[src/sv/fpds_pkg.sv]
// fpds_pkg: shared types, constants and codes for the five-point derivative stencil core
// used by every module of the block; depends on nothing

package fpds_pkg;

   // sequence length and counters
   localparam int MAX_LENGTH = 65536;
   localparam int CNT_W      = $clog2(MAX_LENGTH);
   localparam int NODE_W     = 16;

   // sample and result widths
   localparam int SAMPLE_W = 24;
   localparam int WIN_LEN  = 6;
   localparam int SUM_W    = 34;
   localparam int MAG_W    = SUM_W - 1;
   localparam int SCALE_W  = 32;
   localparam int DERIV_W  = 48;

   // split of the magnitude for the two partial products
   localparam int LO_W    = 17;
   localparam int HI_W    = MAG_W - LO_W;
   localparam int P0_W    = LO_W + SCALE_W;
   localparam int P1_W    = HI_W + SCALE_W;
   localparam int FULL_W  = MAG_W + SCALE_W + 1;
   localparam int FRAC_W  = 16;
   localparam int QFULL_W = FULL_W - FRAC_W;

   // rounding offsets, half up on the signed value
   localparam logic [FULL_W-1:0] ROUND_POS = FULL_W'(32768);
   localparam logic [FULL_W-1:0] ROUND_NEG = FULL_W'(32767);

   // saturation limits on the magnitude
   localparam logic [DERIV_W-1:0] LIMIT_POS = {1'b0, {(DERIV_W-1){1'b1}}};
   localparam logic [DERIV_W-1:0] LIMIT_NEG = {1'b1, {(DERIV_W-1){1'b0}}};

   // queue between front and back
   localparam int QUEUE_DEPTH = 8;
   localparam int QPTR_W      = $clog2(QUEUE_DEPTH);
   localparam int QCNT_W      = $clog2(QUEUE_DEPTH + 1);

   // configuration register indexes
   localparam int CSR_IDX_W = 1;
   localparam logic [CSR_IDX_W-1:0] CSR_MODE  = 1'b0;
   localparam logic [CSR_IDX_W-1:0] CSR_SCALE = 1'b1;

   // mode codes
   localparam logic [1:0] MODE_FIRST   = 2'd0;
   localparam logic [1:0] MODE_SECOND5 = 2'd1;
   localparam logic [1:0] MODE_SECOND6 = 2'd2;

   localparam logic [31:0] SCALE_RESET = 32'h0001_0000;

   // one queued sample with the window it completes
   typedef struct packed {
      logic [WIN_LEN-1:0][SAMPLE_W-1:0] win;
      logic [CNT_W-1:0]                 count;
      logic                             first;
      logic                             last;
      logic                             short_seq;
   } entry_type;

   // result tag carried alongside the arithmetic
   typedef struct packed {
      logic [NODE_W-1:0] node_index;
      logic              too_short;
      logic              end_of_run;
   } meta_type;

   // result being produced from the head entry
   typedef enum logic [2:0] {
      JOB_START,
      JOB_SHORT,
      JOB_LEFT_FAR,
      JOB_LEFT_NEAR,
      JOB_INNER_LO,
      JOB_INNER_HI,
      JOB_RIGHT_NEAR,
      JOB_RIGHT_FAR
   } job_type;

endpackage

[src/sv/fpds_scale.sv]
// fpds_scale: Q16.16 scaling with round half up and 48-bit saturation, plus output register
// depends on fpds_pkg

module fpds_scale (
   input  logic                                clock,
   input  logic                                reset,
   input  logic [fpds_pkg::SCALE_W-1:0]        scale,
   input  logic                                sum_valid,
   input  logic signed [fpds_pkg::SUM_W-1:0]   sum,
   input  fpds_pkg::meta_type                  sum_meta,
   output logic                                advance,
   output logic                                rsp_valid,
   input  logic                                rsp_ready,
   output logic signed [fpds_pkg::DERIV_W-1:0] rsp_derivative,
   output logic [fpds_pkg::NODE_W-1:0]         rsp_node_index,
   output logic                                rsp_too_short,
   output logic                                rsp_end_of_run
);

   // magnitude stage
   logic                             a_valid_ff;
   logic                             a_neg_ff;
   logic [fpds_pkg::MAG_W-1:0]       a_mag_ff, a_mag_in;
   fpds_pkg::meta_type               a_meta_ff;
   // partial product stage
   logic                             b_valid_ff;
   logic                             b_neg_ff;
   logic [fpds_pkg::P0_W-1:0]        b_p0_ff, b_p0_in;
   logic [fpds_pkg::P1_W-1:0]        b_p1_ff, b_p1_in;
   fpds_pkg::meta_type               b_meta_ff;
   // product with rounding offset
   logic                             c_valid_ff;
   logic                             c_neg_ff;
   logic [fpds_pkg::FULL_W-1:0]      c_full_ff, c_full_in;
   fpds_pkg::meta_type               c_meta_ff;
   // saturation and sign
   logic [fpds_pkg::QFULL_W-1:0]     q_full;
   logic [fpds_pkg::DERIV_W-1:0]     limit, q_sat, deriv_in;
   logic                             out_valid_ff;
   logic [fpds_pkg::DERIV_W-1:0]     deriv_ff;
   fpds_pkg::meta_type               out_meta_ff;

   // whole pipe moves unless a result is waiting at the output
   assign advance        = !out_valid_ff || rsp_ready;
   assign rsp_valid      = out_valid_ff;
   assign rsp_derivative = $signed(deriv_ff);
   assign rsp_node_index = out_meta_ff.node_index;
   assign rsp_too_short  = out_meta_ff.too_short;
   assign rsp_end_of_run = out_meta_ff.end_of_run;

   always_comb begin
      a_mag_in = sum[fpds_pkg::SUM_W-1] ? fpds_pkg::MAG_W'(-sum) : fpds_pkg::MAG_W'(sum);
      b_p0_in  = fpds_pkg::P0_W'(a_mag_ff[fpds_pkg::LO_W-1:0]) * fpds_pkg::P0_W'(scale);
      b_p1_in  = fpds_pkg::P1_W'(a_mag_ff[fpds_pkg::MAG_W-1:fpds_pkg::LO_W])
                 * fpds_pkg::P1_W'(scale);
      c_full_in = fpds_pkg::FULL_W'(b_p0_ff)
                  + (fpds_pkg::FULL_W'(b_p1_ff) << fpds_pkg::LO_W)
                  + (b_neg_ff ? fpds_pkg::ROUND_NEG : fpds_pkg::ROUND_POS);
      q_full   = c_full_ff[fpds_pkg::FULL_W-1:fpds_pkg::FRAC_W];
      limit    = c_neg_ff ? fpds_pkg::LIMIT_NEG : fpds_pkg::LIMIT_POS;
      q_sat    = (q_full > fpds_pkg::QFULL_W'(limit)) ? limit
                 : q_full[fpds_pkg::DERIV_W-1:0];
      deriv_in = c_neg_ff ? -q_sat : q_sat;
   end

   // valid bits
   always_ff @(posedge clock) begin
      if (reset) begin
         a_valid_ff   <= 1'b0;
         b_valid_ff   <= 1'b0;
         c_valid_ff   <= 1'b0;
         out_valid_ff <= 1'b0;
      end else if (advance) begin
         a_valid_ff   <= sum_valid;
         b_valid_ff   <= a_valid_ff;
         c_valid_ff   <= b_valid_ff;
         out_valid_ff <= c_valid_ff;
      end
   end

   // datapath
   always_ff @(posedge clock) begin
      if (advance) begin
         a_neg_ff    <= sum[fpds_pkg::SUM_W-1];
         a_mag_ff    <= a_mag_in;
         a_meta_ff   <= sum_meta;
         b_neg_ff    <= a_neg_ff;
         b_p0_ff     <= b_p0_in;
         b_p1_ff     <= b_p1_in;
         b_meta_ff   <= a_meta_ff;
         c_neg_ff    <= b_neg_ff;
         c_full_ff   <= c_full_in;
         c_meta_ff   <= b_meta_ff;
         deriv_ff    <= deriv_in;
         out_meta_ff <= c_meta_ff;
      end
   end

endmodule

[config.mk]
export PLATFORM = sky130hd
export DESIGN_NAME = fpds_scale
export DESIGN_NICKNAME = d
export VERILOG_FILES = /design/src/sv/fpds_pkg.sv /design/src/sv/fpds_scale.sv
export SDC_FILE = /design/constraint.sdc
export NUM_CORES = 2
export LEC_CHECK = 0
export ABC_AREA = 1
export ABC_CLOCK_PERIOD_IN_PS = 11600
export BUFFER_PORTS_ARGS = -buffer_cell sky130_fd_sc_hd__buf_4
export CORE_ASPECT_RATIO = 0.8
export CORE_MARGIN = 3
export CORE_UTILIZATION = 55
export DETAILED_ROUTE_END_ITERATION = 7
export GPL_ROUTABILITY_DRIVEN = 0
export PLACE_DENSITY = 0.76
export SLEW_MARGIN = 20
export SYNTH_ARGS = -nofsm -noshare
export SYNTH_HDL_FRONTEND = slang
export SYNTH_SLANG_ARGS = --single-unit
[constraint.sdc]
create_clock -name clock -period 11.6 [get_ports clock]
set_clock_uncertainty 0.15 [all_clocks]
set_input_delay 1.74 -clock clock [delete_from_list [all_inputs] [get_ports clock]]
set_output_delay 1.74 -clock clock [all_outputs]
set_load 0.02 [all_outputs]
==> impl_metrics.py <==
metrics = {
    "global_routing": {
        "grt_overflow_total": 0,
        "track_usage": 0.284,
        "antenna_found_initial": 3,
        "grt_pass1_vias": 42502,
        "grt_max_degree": 164,
        "grt_pass1_wl_mm": 220,
    },
    "floorplanning": {
        "start_util": 0.557,
        "io_pins": 156,
        "die_area_mm2": 0.0964,
        "core_region_area_mm2": 0.0915,
        "die_w_um": 346,
        "die_h_um": 278,
        "rows": 99,
    },
    "worst_setup_path": {
        "worstPathArrival_ps": 8450,
        "cp_max_fo": 33,
        "critPathLaunchType": "input port",
        "cp-end-kind": "flop",
        "path_class": "in2reg",
        "crit_required_ps": 11840,
    },
    "routing": {
        "wl_per_cell_um": 17.8,
        "dr.max_layer_used": "met5",
        "vias_per_cell": 5.44,
        "drt_iter0_markers": 4170,
        "num_vias": 40842,
        "drt-total-wl_mm": 133,
        "m1WireLength_mm": 53.4,
        "drc": 0,
        "route.met3.wl_mm": 15.5,
        "antenna_left": 0,
        "firstDrtPassIters": 7,
        "met2_length_mm": 58.9,
    },
    "run": {
        "cap_violations": 0,
    },
    "run_status": {
        "status": "finished, final reports clean",
    },
    "cts": {
        "cts.sinks": 307,
        "cts_setup_buffers": 0,
        "htree_levels": 2,
        "cts_max_path_buffers": 3,
        "cts_tree": "yes",
        "ctsResizeCount": 0,
        "hold_buffers": 0,
        "numCtsBuffers": 35,
        "clkTransAtPathRegs_ps": 70,
        "cts_root_buf": "clkbuf_16",
        "insertion_delay_ps": 580,
    },
    "logic_synthesis": {
        "synth-seq-cells": 307,
        "synth_edf_count": 303,
        "synthFlopType": "edfxtp_1",
        "syn_nets": 7585,
        "postSynthCellCount": 6290,
        "synth-compound-area-share": 0.0555,
        "synth-xor-area-share": 0.0275,
        "synth_top_family_by_area": "adder cells",
        "synth_simple_gate_area_frac": 0.164,
        "yosysSeqAreaShare": 0.180,
        "synthAdderAreaFrac": 0.424,
        "netlist_area_mm2": 0.0510,
        "async_reset_ff_frac": 0,
        "postSynthAreaPerCell_um2": 8.10,
        "yosys-mux-area-fraction": 0.000442,
        "yosysWarnings": 0,
        "synth.distinct_cells": 50,
    },
    "final_layout": {
        "instances_no_fill": 7507,
        "multiInputGateArea_mm2": 0.0342,
        "nets": 7565,
        "ff_latch_area_mm2": 0.00918,
        "nFillCells": 7834,
        "diodes": 0,
        "drive_above_1_share": 0.0477,
        "area_delta_synth_final_pct": 6.13,
    },
    "placement": {
        "pre_cts_ws_ps": 3190,
        "dp_cells": 7445,
        "dpl.hpwl_mm": 101,
        "io_buffers": 155,
    },
    "timing": {
        "min_period_ps": 8210,
        "rsz0062_at_grt": "false",
        "relSlewSlack": 0.253,
        "fin_crit_sh": 0.708,
        "holdWs_ps": 240,
        "timing.fmax_mhz": 122,
        "final.setup.worst_slack_ps": 3390,
        "setup_violations": 0,
        "finalHoldViolations": 0,
        "setup_tns_ps": 0,
        "slew_violations": 0,
        "tightest_slew_ps": 1110,
    },
    "min_path": {
        "hp-class": "reg2reg",
    },
}
[flip-flops by register name, indices dropped and copies added (netlist names), 16 cells and up]
signal          flops
c_full_ff          50
b_p0_ff            49
b_p1_ff            48
rsp_derivative     48
a_mag_ff           33
a_meta_ff          18
b_meta_ff          18
c_meta_ff          18
rsp_node_index     16
[worst max-delay path: stages]
cell and delay, ps:
buf_4 440, nand2_1 170, fa_1 600, inv_1 70
fa_1 530, fa_1 440, fa_1 520, fa_1 550
inv_1 60, fa_1 530, inv_1 60, ha_1 430
nand2_1 140, nor2_1 400, inv_1 80, nor4_1 850
nand3_1 360, nand3_1 230, xor2_1 200
[layout make-up]
type / instances / share of cell area
Clock inverter: 18 / 0.00405
Multi-Input combinational cell: 3987 / 0.633
Timing Repair Buffer: 193 / 0.0270
Sequential cell: 307 / 0.170
Tap cell: 1212 / 0.0280
Inverter: 1746 / 0.121
Clock buffer: 44 / 0.0172
[per-stage QoR]
| step | area (um2) | util |
|---|---|---|
| 3_3_place_gp | 53000 | 0.578 |
| 4_1_cts | 54100 | 0.591 |
| 6_report | 54100 | 0.591 |
| 3_5_place_dp | 53000 | 0.578 |
| 5_1_grt | 54100 | 0.591 |
| 2_1_floorplan | 51000 | - |
[cells in the final DEF, fill, tap and decap left out, types with 26 or more instances in the layout]
cell,instances
inv_1,1741
nand2_1,1590
fa_1,867
ha_1,340
edfxtp_1,303
nor2_1,297
a21oi_1,238
buf_4,192
o21ai_0,113
nand3_1,103
xor2_1,96
xnor2_1,64
a31oi_1,61
clkbuf_16,36
nor3_1,26
[kinds of logic (layout without fill, tap and decap cells)]
group,after synthesis,count (layout)
AND/OR/NAND/NOR,2111,2111
buffers and inverters,1996,2001
flip-flops,307,307
adder cells (fa/ha/maj),1207,1207
AO/OA/AOI/OAI,507,507
multiplexers,2,2
XOR/XNOR,160,160
[routing by layer]
metal | GRT usage | vias up
li1 | - | 18449
met1 | 0.391 | 19770
met2 | 0.445 | 2256
met3 | 0.0631 | 365
met4 | 0.102 | 2
met5 | 0 | -
[Yosys cell counts (all sizes together), types with 2 or more instances]
master	count	area, um2
nand3	110	586
dfxtp	4	80.1
o31ai	7	52.6
nor2	310	1210
a21boi	5	37.5
nor4	17	106
nand4	22	138
o211ai	13	97.6
clkbuf	233	875
xor2	96	841
mux2	2	22.5
inv	1745	6550
nand2	1612	6110
nor3	28	150
o21ai	132	668
fa	867	17400
o21bai	5	37.5
a31oi	61	382
and2	2	12.5
o221ai	9	78.8
edfxtp	303	9100
a21oi	239	1200
a211oi	4	30.0
xnor2	64	561
ha	340	4250
o21a	19	143
buf	17	135
nand3b	2	15.0
and3	7	43.8
a21o	7	52.6
[worst paths after layout]
kind / start / end / slack [ps] / depth (start not counted)
min: c_meta_ff[15]$_DFFE_PP_ / rsp_node_index[13]$_DFFE_PP_ / 240 / 0
max reg2reg: a_mag_ff[23]$_DFFE_PP_ / b_p1_ff[45]$_DFFE_PP_ / 4110 / 21
max: scale[22] / b_p1_ff[45]$_DFFE_PP_ / 3390 / 19
min reg2reg: c_meta_ff[15]$_DFFE_PP_ / rsp_node_index[13]$_DFFE_PP_ / 240 / 0
Power is left out: the tool's default activity adds up to more than one toggle a clock period on the data nets, which glitch-free logic cannot reach.
