File: src/sv/fpds_pkg.sv
// fpds_pkg: shared types, constants and codes for the five-point derivative stencil core
// used by every module of the block; depends on nothing

package fpds_pkg;

   // sequence length and counters
   localparam int MAX_LENGTH = 65536;
   localparam int CNT_W      = $clog2(MAX_LENGTH);
   localparam int NODE_W     = 16;

   // sample and result widths
   localparam int SAMPLE_W = 24;
   localparam int WIN_LEN  = 6;
   localparam int SUM_W    = 34;
   localparam int MAG_W    = SUM_W - 1;
   localparam int SCALE_W  = 32;
   localparam int DERIV_W  = 48;

   // split of the magnitude for the two partial products
   localparam int LO_W    = 17;
   localparam int HI_W    = MAG_W - LO_W;
   localparam int P0_W    = LO_W + SCALE_W;
   localparam int P1_W    = HI_W + SCALE_W;
   localparam int FULL_W  = MAG_W + SCALE_W + 1;
   localparam int FRAC_W  = 16;
   localparam int QFULL_W = FULL_W - FRAC_W;

   // rounding offsets, half up on the signed value
   localparam logic [FULL_W-1:0] ROUND_POS = FULL_W'(32768);
   localparam logic [FULL_W-1:0] ROUND_NEG = FULL_W'(32767);

   // saturation limits on the magnitude
   localparam logic [DERIV_W-1:0] LIMIT_POS = {1'b0, {(DERIV_W-1){1'b1}}};
   localparam logic [DERIV_W-1:0] LIMIT_NEG = {1'b1, {(DERIV_W-1){1'b0}}};

   // queue between front and back
   localparam int QUEUE_DEPTH = 8;
   localparam int QPTR_W      = $clog2(QUEUE_DEPTH);
   localparam int QCNT_W      = $clog2(QUEUE_DEPTH + 1);

   // configuration register indexes
   localparam int CSR_IDX_W = 1;
   localparam logic [CSR_IDX_W-1:0] CSR_MODE  = 1'b0;
   localparam logic [CSR_IDX_W-1:0] CSR_SCALE = 1'b1;

   // mode codes
   localparam logic [1:0] MODE_FIRST   = 2'd0;
   localparam logic [1:0] MODE_SECOND5 = 2'd1;
   localparam logic [1:0] MODE_SECOND6 = 2'd2;

   localparam logic [31:0] SCALE_RESET = 32'h0001_0000;

   // one queued sample with the window it completes
   typedef struct packed {
      logic [WIN_LEN-1:0][SAMPLE_W-1:0] win;
      logic [CNT_W-1:0]                 count;
      logic                             first;
      logic                             last;
      logic                             short_seq;
   } entry_type;

   // result tag carried alongside the arithmetic
   typedef struct packed {
      logic [NODE_W-1:0] node_index;
      logic              too_short;
      logic              end_of_run;
   } meta_type;

   // result being produced from the head entry
   typedef enum logic [2:0] {
      JOB_START,
      JOB_SHORT,
      JOB_LEFT_FAR,
      JOB_LEFT_NEAR,
      JOB_INNER_LO,
      JOB_INNER_HI,
      JOB_RIGHT_NEAR,
      JOB_RIGHT_FAR
   } job_type;

endpackage

File: src/sv/fpds_front.sv
// fpds_front: sample window, sequence counter and classification of each sample
// depends on fpds_pkg

module fpds_front (
   input  logic                          clock,
   input  logic                          reset,
   input  logic                          req_valid,
   output logic                          req_ready,
   input  logic [fpds_pkg::SAMPLE_W-1:0] req_sample,
   input  logic                          req_last,
   input  logic                          queue_full,
   output logic                          push,
   output fpds_pkg::entry_type           push_entry
);

   logic [fpds_pkg::WIN_LEN-1:0][fpds_pkg::SAMPLE_W-1:0] window_ff, window_in;
   logic [fpds_pkg::CNT_W-1:0] count_ff, count_in;
   logic accept;
   logic last_eff;

   assign req_ready = !queue_full;
   assign accept    = req_valid && req_ready;

   // classify the sample against its place in the sequence
   always_comb begin
      last_eff  = req_last || (count_ff == fpds_pkg::CNT_W'(fpds_pkg::MAX_LENGTH - 1));
      window_in = {req_sample, window_ff[fpds_pkg::WIN_LEN-1:1]};
      count_in  = last_eff ? '0 : count_ff + fpds_pkg::CNT_W'(1);
      push      = accept && (last_eff || (count_ff >= fpds_pkg::CNT_W'(5)));
      push_entry.win       = window_in;
      push_entry.count     = count_ff;
      push_entry.first     = (count_ff == fpds_pkg::CNT_W'(5));
      push_entry.last      = last_eff;
      push_entry.short_seq = (count_ff < fpds_pkg::CNT_W'(5));
   end

   // window and counter
   always_ff @(posedge clock) begin
      if (reset) begin
         window_ff <= '0;
         count_ff  <= '0;
      end else if (accept) begin
         window_ff <= window_in;
         count_ff  <= count_in;
      end
   end

endmodule

File: config.mk
export PLATFORM = sky130hd
export DESIGN_NAME = fpds_front
export DESIGN_NICKNAME = d
export VERILOG_FILES = /design/src/sv/fpds_pkg.sv /design/src/sv/fpds_front.sv
export SDC_FILE = /design/constraint.sdc
export NUM_CORES = 1
export LEC_CHECK = 0
export ABC_AREA = 0
export BUFFER_PORTS_ARGS = -buffer_cell sky130_fd_sc_hd__buf_4
export CAP_MARGIN = 40
export CORE_MARGIN = 2
export CORE_UTILIZATION = 53
export DETAILED_ROUTE_END_ITERATION = 12
export PLACE_DENSITY = 0.93
export SLEW_MARGIN = 10
export SYNTH_ARGS = -nofsm -noshare
export SYNTH_HDL_FRONTEND = slang
export SYNTH_SLANG_ARGS = --single-unit
File: constraint.sdc
create_clock -name clock -period 2.9 [get_ports clock]
set_input_delay 0.29 -clock clock [delete_from_list [all_inputs] [get_ports clock]]
set_output_delay 0.29 -clock clock [all_outputs]
set_load 0.01 [all_outputs]
==> metrics.txt, run 1 <==
# TYPE chip_impl_metric gauge
chip_impl_info{name="status",value="finished, final reports clean"} 1
chip_impl_metric{name="clock_latency",unit="ps"} 510
chip_impl_info{name="grt_setup_unrepaired",value="false"} 1
chip_impl_metric{name="io_pins",unit=""} 194
chip_impl_metric{name="cts_hold_buf",unit=""} 0
chip_impl_metric{name="dpl-instance-area",unit="sq um"} 6460
chip_impl_metric{name="p_leak",unit="nW"} 2.87
chip_impl_metric{name="finalNetCount",unit=""} 833
chip_impl_metric{name="final_layout_size_suffix_gt1_frac",unit=""} 0.287
chip_impl_metric{name="min_period",unit="ps"} 2470
chip_impl_metric{name="net_count_of_the_mapped_netlist",unit=""} 686
chip_impl_metric{name="ys_types",unit=""} 35
chip_impl_metric{name="worst_ep_required_time",unit="ps"} 2610
chip_impl_metric{name="worst-endpoint-arrival",unit="ps"} 2180
chip_impl_info{name="worst_hold_path_type",value="primary input to flop"} 1
chip_impl_metric{name="design.die.area",unit="sq um"} 10500
chip_impl_metric{name="routed_wire_length_per_instance",unit="um"} 14.5
chip_impl_metric{name="cts_inserted_buffers",unit=""} 17
chip_impl_metric{name="place_hpwl",unit="um"} 9260
chip_impl_info{name="cts_tree",value="done"} 1
chip_impl_metric{name="fin_tns_setup",unit="ps"} 0
chip_impl_metric{name="final.period_utilization",unit=""} 0.851
chip_impl_metric{name="synth-seq-cells",unit=""} 136
chip_impl_metric{name="htreeDepth",unit=""} 4
chip_impl_metric{name="final-max-slew-violation-count",unit=""} 0
chip_impl_metric{name="place_ws",unit="ps"} 984
chip_impl_metric{name="finalHoldViolCount",unit=""} 0
chip_impl_metric{name="n_antenna_cell",unit=""} 0
chip_impl_metric{name="drt.antenna.violating_nets",unit=""} 0
chip_impl_metric{name="grt.total_usage",unit=""} 0.257
chip_impl_metric{name="setup_skew_after_layout",unit="ps"} 6.78
chip_impl_info{name="reg2reg_to",value="count_ff[10]$_SDFFE_PP0P_"} 1
chip_impl_info{name="worst-setup-path-type",value="flop to primary output"} 1
chip_impl_info{name="critical_path.startpoint_type",value="flop"} 1
chip_impl_metric{name="dr.pass1.iters",unit=""} 4
chip_impl_metric{name="vdd.ir_drop.worst",unit="mV"} 0.398
chip_impl_info{name="netlist_top_cells_count",value="245 x nand2_1, 136 x dfxtp_1, 129 x a21oi_1"} 1
chip_impl_metric{name="syn_to_final_growth",unit="%"} 36.3
chip_impl_metric{name="core",unit="sq um"} 9590
chip_impl_metric{name="route.vias.total",unit=""} 4895
chip_impl_metric{name="grt_start_max_net_pins",unit=""} 111
chip_impl_metric{name="buffer_ports.inserted",unit=""} 193
chip_impl_metric{name="ys_async_sr_fraction",unit=""} 0
chip_impl_metric{name="fmax",unit="MHz"} 405
chip_impl_metric{name="layout.area.seq",unit="sq um"} 2720
chip_impl_metric{name="netlist_area",unit="sq um"} 5160
chip_impl_metric{name="clock-sinks",unit=""} 136
chip_impl_metric{name="crit_path_max_fanout",unit=""} 7
chip_impl_metric{name="post-route-util",unit=""} 0.733
chip_impl_info{name="primary_ff_master_synth",value="dfxtp_1"} 1
chip_impl_metric{name="area_used_by_multi_input_combinational_logic",unit="sq um"} 2060
chip_impl_info{name="synth.top_cells.by_area",value="dfxtp_1 53%, nand2_1 18%, a21oi_1 13%, buf_4 3.8%, clkbuf_1 2.0%"} 1
chip_impl_info{name="worstHoldStart",value="req_sample[21]"} 1
chip_impl_metric{name="post_synth.cell_area_avg",unit="sq um"} 7.89
chip_impl_metric{name="floorplan.initialDensity",unit=""} 0.538
chip_impl_metric{name="p_per_area",unit="nW/um^2"} 601
chip_impl_metric{name="drv_cap",unit=""} 0
chip_impl_metric{name="number_of_setup_violations_in_the_final_report",unit=""} 0
chip_impl_metric{name="hold_depth",unit=""} 3
chip_impl_metric{name="ff2ff_path_depth",unit=""} 5
chip_impl_metric{name="cts_repair_resize_count",unit=""} 0
chip_impl_info{name="most_used_standard_cell_by_instance_count_after_synthesis",value="nand2_1"} 1
chip_impl_metric{name="synth.yosys.seq_area_share",unit=""} 0.528
chip_impl_metric{name="die-width",unit="um"} 103
chip_impl_info{name="synthDominantAreaCellType",value="dfxtp_1"} 1
chip_impl_metric{name="power",unit="mW"} 4.23
chip_impl_info{name="timing.rr.start",value="count_ff[0]$_SDFFE_PP0P_"} 1
chip_impl_metric{name="worst-slew-pin-transition",unit="ps"} 781
chip_impl_metric{name="rows",unit=""} 36
chip_impl_metric{name="setup_slack",unit="ps"} 431
chip_impl_metric{name="postRouteWirelength",unit="um"} 13700
chip_impl_metric{name="final.fill_count",unit=""} 684
chip_impl_metric{name="grt_first_pass_wirelength",unit="um"} 21200
chip_impl_metric{name="first_global_vias",unit=""} 4480
chip_impl_info{name="holdPathEnd",value="push_entry[136]$_SDFFE_PP0P_"} 1
chip_impl_metric{name="post-route-cell-area",unit="sq um"} 7030
chip_impl_metric{name="cts_max_path_buffers",unit=""} 2
chip_impl_metric{name="clkTransAtPathRegs",unit="ps"} 60
chip_impl_metric{name="grt_antenna_before_repair",unit=""} 0
chip_impl_metric{name="overall_die_height",unit="um"} 103
chip_impl_info{name="crit_start",value="count_ff[0]$_SDFFE_PP0P_"} 1
chip_impl_info{name="clock-root-buffer",value="clkbuf_8"} 1
chip_impl_metric{name="rrSetupSlack",unit="ps"} 960
chip_impl_metric{name="synth_warnings",unit=""} 0
chip_impl_metric{name="max-slew-margin-rel",unit=""} 0.476
chip_impl_metric{name="initialDrtViolationCount",unit=""} 307
chip_impl_metric{name="grt-ovfl-total",unit=""} 0
chip_impl_metric{name="remaining_drc_errors",unit=""} 0
chip_impl_metric{name="finalWeightedCongestion",unit=""} 0.831
chip_impl_metric{name="synth_edf_count",unit=""} 0
chip_impl_metric{name="drt-vias-per-instance",unit=""} 5.17
chip_impl_metric{name="synthesis.instances",unit=""} 654
chip_impl_metric{name="cts_post_setup_buffers_inserted",unit=""} 0
chip_impl_metric{name="yosys.area.top_type_share",unit=""} 0.528
chip_impl_info{name="critical_path_capture_point_type",value="primary output"} 1
==> registers in the layout, indices dropped and copies added (netlist names) <==
name / cells
push_entry: 120
count_ff: 16
==> kinds of logic (layout without fill, tap and decap cells) <==
logic type | after synthesis | after routing | share of synthesized area
buffers and inverters | 74 | 234 | 0.0766
AND/OR/NAND/NOR | 293 | 293 | 0.236
flip-flops | 136 | 136 | 0.528
AO/OA/AOI/OAI | 141 | 141 | 0.140
XOR/XNOR | 7 | 7 | 0.0119
adder cells (fa/ha/maj) | 3 | 3 | 0.00728
==> where the power goes <==
group          internal, mW  total, mW  switching [mW]
Combinational        0.0992      0.251           0.152
Sequential             1.89       1.91          0.0207
Clock                  1.25       2.06           0.812
==> critical path, cell delays in order (launching register included) <==
cell and delay (ps):
dfxtp_1 430, ha_1 210, and3_1 300, nand2_1 120, or2_0 230, a41oi_1 200
buf_4 160
==> routing by layer <==
metal  wire length, um  vias to the layer above  track usage
met4               317                        0        0.109
met1              5560                     2265        0.307
li1                  -                     2415            -
met2              6920                      181        0.431
met3               933                       34       0.0766
met5                 0                        -            0
==> through the flow <==
stage | hold slack, ps | cells
2_1_floorplan | 426 | 654
3_3_place_gp | 442 | 915
3_5_place_dp | 448 | 915
4_1_cts | 10.4 | 947
5_1_grt | 18.7 | 947
6_report | 29.6 | 947
==> cells in the final DEF, fill, tap and decap left out, types with 4 or more instances in the layout <==
cell       synthesis  routed
clkinv_2           0       4
nand3_1            7       7
a21oi_1          129     129
buf_4             26     196
or3_1              4       4
nor2_1             9       9
nand4_1            4       4
nand2_1          245     245
xor2_1             6       6
clkbuf_16          0      16
nor4_1             4       4
inv_1              5       5
dfxtp_1          136     136
==> worst max-delay path by stage <==
stage	endpoint	slack, ps	depth (start not counted)
floorplan	push	1120	6
global placement	push	1050	6
detailed placement	count_ff[10]$_SDFFE_PP0P_	980	5
CTS	push	410	6
global route	push	290	6
finish	push	430	6
==> layout make-up <==
| type | instances | share of cell area |
|---|---|---|
| clock buffer | 18 | 0.0609 |
| clock inverter | 14 | 0.0210 |
| inverter | 5 | 0.00267 |
| multi-input combinational | 444 | 0.293 |
| sequential | 136 | 0.387 |
| tap | 133 | 0.0237 |
| timing repair buffer | 197 | 0.212 |
No activity file was read; power rests on OpenSTA's default activity.
==> run 2, diff against run 1 <==
- CORE_MARGIN: 2 -> not set
- GPL_TIMING_DRIVEN: not set -> 0
- SETUP_SLACK_MARGIN: not set -> 0.02
==> metrics.txt, run 2 (same netlist as run 1, synthesis figures left out) <==
# TYPE chip_impl_metric gauge
chip_impl_info{name="status",value="finished, final reports clean"} 1
chip_impl_metric{name="initialDrtViolationCount",unit=""} 211
chip_impl_metric{name="p_leak",unit="nW"} 3.03
chip_impl_metric{name="cts_inserted_buffers",unit=""} 17
chip_impl_metric{name="worst-slew-pin-transition",unit="ps"} 692
chip_impl_metric{name="fmax",unit="MHz"} 396
chip_impl_info{name="critical_path_capture_point_type",value="primary output"} 1
chip_impl_info{name="critical_path.startpoint_type",value="flop"} 1
chip_impl_metric{name="die-width",unit="um"} 101
chip_impl_metric{name="power",unit="mW"} 4.20
chip_impl_metric{name="final.period_utilization",unit=""} 0.871
chip_impl_metric{name="overall_die_height",unit="um"} 101
chip_impl_info{name="worst_hold_path_type",value="primary input to flop"} 1
chip_impl_info{name="most-common-layout-cells",value="245 x nand2_1, 218 x buf_4, 136 x dfxtp_1, 129 x a21oi_1, 29 x clkbuf_1"} 1
chip_impl_metric{name="route.vias.total",unit=""} 5260
chip_impl_metric{name="buffer_ports.inserted",unit=""} 192
chip_impl_metric{name="cts_max_path_buffers",unit=""} 2
chip_impl_metric{name="place_hpwl",unit="um"} 10900
chip_impl_metric{name="final_layout_size_suffix_gt1_frac",unit=""} 0.304
chip_impl_metric{name="final-max-slew-violation-count",unit=""} 0
chip_impl_info{name="cts_tree",value="done"} 1
chip_impl_metric{name="rows",unit=""} 35
chip_impl_metric{name="number_of_setup_violations_in_the_final_report",unit=""} 0
chip_impl_metric{name="grt_start_max_net_pins",unit=""} 17
chip_impl_metric{name="postRouteWirelength",unit="um"} 15300
chip_impl_metric{name="cts_hold_buf",unit=""} 0
chip_impl_metric{name="vdd.ir_drop.worst",unit="mV"} 0.418
chip_impl_metric{name="clock-sinks",unit=""} 136
chip_impl_metric{name="remaining_drc_errors",unit=""} 0
chip_impl_metric{name="rrSetupSlack",unit="ps"} 1140
chip_impl_metric{name="dpl-instance-area",unit="sq um"} 6760
chip_impl_metric{name="grt_antenna_before_repair",unit=""} 0
chip_impl_metric{name="clock_latency",unit="ps"} 520
chip_impl_metric{name="switching_share",unit=""} 0.245
chip_impl_metric{name="grt.total_usage",unit=""} 0.306
chip_impl_metric{name="cts_post_setup_buffers_inserted",unit=""} 0
chip_impl_metric{name="grt_first_pass_wirelength",unit="um"} 23900
chip_impl_metric{name="syn_to_final_growth",unit="%"} 41.6
chip_impl_metric{name="htreeDepth",unit=""} 4
chip_impl_metric{name="finalNetCount",unit=""} 897
chip_impl_metric{name="finalHoldViolCount",unit=""} 0
chip_impl_metric{name="drt-vias-per-instance",unit=""} 5.22
chip_impl_metric{name="first_global_vias",unit=""} 4875
chip_impl_metric{name="post-route-cell-area",unit="sq um"} 7310
chip_impl_info{name="layout.cells.most_common",value="nand2_1"} 1
chip_impl_metric{name="drv_cap",unit=""} 0
chip_impl_metric{name="design.die.area",unit="sq um"} 10100
chip_impl_metric{name="worst-endpoint-arrival",unit="ps"} 2230
chip_impl_metric{name="fin_tns_setup",unit="ps"} 0
chip_impl_metric{name="cts_repair_resize_count",unit=""} 0
chip_impl_metric{name="netSwitchingPower",unit="mW"} 1.03
chip_impl_metric{name="portion_of_total_power_attributed_to_sequential_cells",unit=""} 0.456
chip_impl_metric{name="post-route-util",unit=""} 0.783
chip_impl_metric{name="drt.antenna.violating_nets",unit=""} 0
chip_impl_metric{name="dr.pass1.iters",unit=""} 5
chip_impl_info{name="clock-root-buffer",value="clkbuf_8"} 1
chip_impl_metric{name="cell_internal_pwr",unit="mW"} 3.17
chip_impl_metric{name="io_pins",unit=""} 194
chip_impl_metric{name="setup_skew_after_layout",unit="ps"} 11.6
chip_impl_metric{name="largest_register_ff_count",unit=""} 120
chip_impl_metric{name="clockPowerShare",unit=""} 0.473
chip_impl_metric{name="routed_wire_length_per_instance",unit="um"} 15.2
chip_impl_metric{name="max-slew-margin-rel",unit=""} 0.539
chip_impl_metric{name="clkTransAtPathRegs",unit="ps"} 70
chip_impl_metric{name="core",unit="sq um"} 9330
chip_impl_metric{name="grt-ovfl-total",unit=""} 0
chip_impl_metric{name="final.fill_count",unit=""} 654
chip_impl_metric{name="min_period",unit="ps"} 2520
chip_impl_metric{name="finalWeightedCongestion",unit=""} 0.882
chip_impl_info{name="grt_setup_unrepaired",value="false"} 1
chip_impl_metric{name="n_antenna_cell",unit=""} 0
chip_impl_metric{name="p_comb_frac",unit=""} 0.071
chip_impl_metric{name="p_per_area",unit="nW/um^2"} 574
chip_impl_metric{name="crit_path_max_fanout",unit=""} 7
chip_impl_metric{name="worst_ep_required_time",unit="ps"} 2610
chip_impl_metric{name="floorplan.initialDensity",unit=""} 0.553
chip_impl_info{name="worst-setup-path-type",value="flop to primary output"} 1
-- run 2: final timing paths --
| kind | startpoint | endpoint | cells after the start |
|---|---|---|---|
| setup / recovery | count_ff[0]$_SDFFE_PP0P_ | push | 7 |
| hold / removal | req_sample[5] | push_entry[120]$_SDFFE_PP0P_ | 3 |
| hold reg to reg | push_entry[21]$_SDFFE_PP0P_ | push_entry[21]$_SDFFE_PP0P_ | 2 |
| setup reg to reg | count_ff[0]$_SDFFE_PP0P_ | count_ff[9]$_SDFFE_PP0P_ | 7 |
-- run 2: per-stage QoR --
stage	hold slack (ps)	std cells	worst slack (ps)
floorplan	426	654	1120
global placement	443	975	972
detailed placement	448	975	944
CTS	11.7	1007	387
global route	27.9	1007	279
finish	27.6	1007	375
-- run 2: power by group through the flow --
stage	clock network (mW)	registers, mW	logic [mW]
after floorplan	0	1.96	0.142
after global placement	0	1.95	0.289
after detailed placement	0	1.95	0.293
after CTS	2.00	1.91	0.297
after global routing	2.08	1.92	0.321
final	1.98	1.92	0.298
-- run 2: cell type report --
type,count,area [sq um],share of cell area
plain buffers,69,377,0.0515
multi-input cells,444,2040,0.279
flip-flops and latches,136,2720,0.373
inverters,5,18.8,0.00257
clock buffers,19,422,0.0577
repair buffers,192,1440,0.197
clock inverters,13,123,0.0168
well taps,129,161,0.0221
-- run 2: per-layer routing --
metal | wire, um | part of all wire | global-route usage
met3 | 1100 | 0.072 | 0.0881
met5 | 0 | 0 | 0
met1 | 6260 | 0.41 | 0.355
met4 | 650 | 0.042 | 0.163
met2 | 7300 | 0.48 | 0.511
-- run 2: worst max-delay path: stages, from the launching register on --
cell     delay (ps)
dfxtp_1         470
ha_1            240
and3_1          150
buf_2           170
nand2_1          90
or2_0           230
a41oi_1         210
buf_4           160
==> run 3, diff against run 2 <==
- BUFFER_PORTS_ARGS: -buffer_cell sky130_fd_sc_hd__buf_4 -> not set
- CORE_UTILIZATION: 53 -> 55
- DONT_BUFFER_PORTS: not set -> 1
- PLACE_DENSITY: 0.93 -> 0.78
==> metrics.txt, run 3 (same netlist as run 1, synthesis figures left out) <==
# TYPE chip_impl_metric gauge
chip_impl_metric{name="grt_first_pass_wirelength",unit="um"} 22000
chip_impl_metric{name="rows",unit=""} 34
chip_impl_metric{name="initialDrtViolationCount",unit=""} 189
chip_impl_metric{name="postRouteWirelength",unit="um"} 14200
chip_impl_metric{name="cts_max_path_buffers",unit=""} 2
chip_impl_metric{name="worst-endpoint-arrival",unit="ps"} 2180
chip_impl_metric{name="drt-vias-per-instance",unit=""} 5.59
chip_impl_metric{name="worst-slew-pin-transition",unit="ps"} 601
chip_impl_metric{name="fmax",unit="MHz"} 404
chip_impl_info{name="critical_path.startpoint_type",value="flop"} 1
chip_impl_metric{name="post-route-util",unit=""} 0.683
chip_impl_metric{name="largest_register_ff_count",unit=""} 120
chip_impl_metric{name="routed_wire_length_per_instance",unit="um"} 17.4
chip_impl_metric{name="holdWs",unit="ps"} 28.8
chip_impl_metric{name="clockPowerShare",unit=""} 0.474
chip_impl_metric{name="number_of_setup_violations_in_the_final_report",unit=""} 0
chip_impl_metric{name="n_antenna_cell",unit=""} 0
chip_impl_info{name="clock-root-buffer",value="clkbuf_8"} 1
chip_impl_info{name="grt_setup_unrepaired",value="false"} 1
chip_impl_info{name="most-common-layout-cells",value="245 x nand2_1, 136 x dfxtp_1, 129 x a21oi_1, 27 x clkbuf_1, 26 x buf_4"} 1
chip_impl_metric{name="htreeDepth",unit=""} 4
chip_impl_metric{name="worst_ep_required_time",unit="ps"} 2610
chip_impl_metric{name="core",unit="sq um"} 8890
chip_impl_metric{name="clock-sinks",unit=""} 136
chip_impl_metric{name="io_pins",unit=""} 194
chip_impl_metric{name="max-slew-margin-rel",unit=""} 0.599
chip_impl_metric{name="grt.total_usage",unit=""} 0.288
chip_impl_metric{name="floorplan.initialDensity",unit=""} 0.580
chip_impl_metric{name="switching_share",unit=""} 0.235
chip_impl_info{name="worst_hold_path_type",value="primary input to flop"} 1
chip_impl_metric{name="drt.antenna.violating_nets",unit=""} 0
chip_impl_metric{name="p_per_area",unit="nW/um^2"} 671
chip_impl_metric{name="finalNetCount",unit=""} 729
chip_impl_metric{name="cts_inserted_buffers",unit=""} 17
chip_impl_info{name="status",value="finished, final reports clean"} 1
chip_impl_metric{name="worst_path_largest_cell_delay",unit="ps"} 470
chip_impl_metric{name="dr.pass1.iters",unit=""} 4
chip_impl_metric{name="fin_tns_setup",unit="ps"} 0
chip_impl_metric{name="first_global_vias",unit=""} 4499
chip_impl_info{name="critical-path-slowest-cell",value="dfxtp_1"} 1
chip_impl_metric{name="grt_start_max_net_pins",unit=""} 17
chip_impl_metric{name="final_layout_size_suffix_gt1_frac",unit=""} 0.106
chip_impl_metric{name="power",unit="mW"} 4.07
chip_impl_metric{name="vdd.ir_drop.worst",unit="mV"} 0.485
chip_impl_metric{name="finalWeightedCongestion",unit=""} 0.813
chip_impl_metric{name="crit_path_max_fanout",unit=""} 7
chip_impl_metric{name="final.fill_count",unit=""} 771
chip_impl_info{name="critical_path_capture_point_type",value="primary output"} 1
chip_impl_metric{name="remaining_drc_errors",unit=""} 0
chip_impl_metric{name="syn_to_final_growth",unit="%"} 17.6
chip_impl_metric{name="die-width",unit="um"} 98.9
chip_impl_metric{name="min_period",unit="ps"} 2470
chip_impl_metric{name="clock_latency",unit="ps"} 500
chip_impl_info{name="cts_tree",value="done"} 1
chip_impl_metric{name="buffer_ports.inserted",unit=""} 0
chip_impl_metric{name="p_comb_frac",unit=""} 0.052
chip_impl_metric{name="place_hpwl",unit="um"} 10300
chip_impl_metric{name="cts_post_setup_buffers_inserted",unit=""} 0
chip_impl_metric{name="clkTransAtPathRegs",unit="ps"} 60
chip_impl_info{name="worst-setup-path-type",value="flop to primary output"} 1
chip_impl_metric{name="overall_die_height",unit="um"} 98.9
chip_impl_info{name="layout.cells.most_common",value="nand2_1"} 1
chip_impl_metric{name="cts_repair_resize_count",unit=""} 0
chip_impl_metric{name="portion_of_total_power_attributed_to_sequential_cells",unit=""} 0.474
chip_impl_metric{name="setup_skew_after_layout",unit="ps"} 6.49
chip_impl_metric{name="final-max-slew-violation-count",unit=""} 0
chip_impl_metric{name="cell_internal_pwr",unit="mW"} 3.12
chip_impl_metric{name="grt_antenna_before_repair",unit=""} 0
chip_impl_metric{name="design.die.area",unit="sq um"} 9770
chip_impl_metric{name="grt-ovfl-total",unit=""} 0
chip_impl_metric{name="finalHoldViolCount",unit=""} 0
chip_impl_metric{name="drv_cap",unit=""} 0
chip_impl_metric{name="cts_hold_buf",unit=""} 24
chip_impl_metric{name="final.period_utilization",unit=""} 0.853
chip_impl_metric{name="p_leak",unit="nW"} 2.13
chip_impl_info{name="crit_path_cell_trace",value="ha_1 -> and3_1 -> buf_2 -> nand2_1 -> or2_0 -> a41oi_1"} 1
chip_impl_metric{name="netSwitchingPower",unit="mW"} 0.958
chip_impl_metric{name="route.vias.total",unit=""} 4563
==> run 3: final timing paths <==
path | startpoint | to | slack (ps) | depth (start not counted)
max | count_ff[0]$_SDFFE_PP0P_ | push | 430 | 6
min | req_last | count_ff[3]$_SDFFE_PP0P_ | 30 | 3
max reg2reg | count_ff[0]$_SDFFE_PP0P_ | count_ff[4]$_SDFFE_PP0P_ | 1150 | 7
min reg2reg | push_entry[19]$_SDFFE_PP0P_ | push_entry[19]$_SDFFE_PP0P_ | 500 | 2
==> run 3: final cells by class <==
class	instances	area, sq um	share of cell area
sequential	136	2720	0.449
clock buffer	18	428	0.0705
buffer	69	377	0.0621
multi-input combinational	444	2040	0.336
inverter	5	18.8	0.00309
timing repair buffer	24	240	0.0396
tap	108	135	0.0223
clock inverter	12	105	0.0173
==> run 3: worst max-delay path, delay by kind of cell (launching register included) <==
family                   cells  cell delay (ps)
AO/OA/AOI/OAI                1              320
buffers and inverters        1              160
adder cells (fa/ha/maj)      1              230
AND/OR/NAND/NOR              3              500
flip-flops                   1              470
==> run 3: routing by layer <==
| layer | track usage | share of wire | routed length [um] |
|---|---|---|---|
| met1 | 0.313 | 0.39 | 5540 |
| met5 | 0 | 0 | 0 |
| met3 | 0.107 | 0.087 | 1230 |
| met2 | 0.526 | 0.51 | 7290 |
| met4 | 0.0758 | 0.011 | 158 |
==> run 3: per-stage QoR <==
stage / cells / setup WS, ps / area, sq um
CTS: 816 / 416 / 6070
global route: 816 / 297 / 6070
finish: 816 / 426 / 6070
detailed placement: 762 / 955 / 5300
global placement: 762 / 971 / 5300
floorplan: 654 / 1120 / 5160
==> run 3: power by group through the flow <==
stage	sequential, mW	combinational, mW	clock, mW
finish	1.93	0.213	1.93
global route	1.93	0.234	2.04
CTS	1.93	0.212	1.94
detailed placement	1.97	0.185	0
global placement	1.97	0.180	0
floorplan	1.96	0.142	0
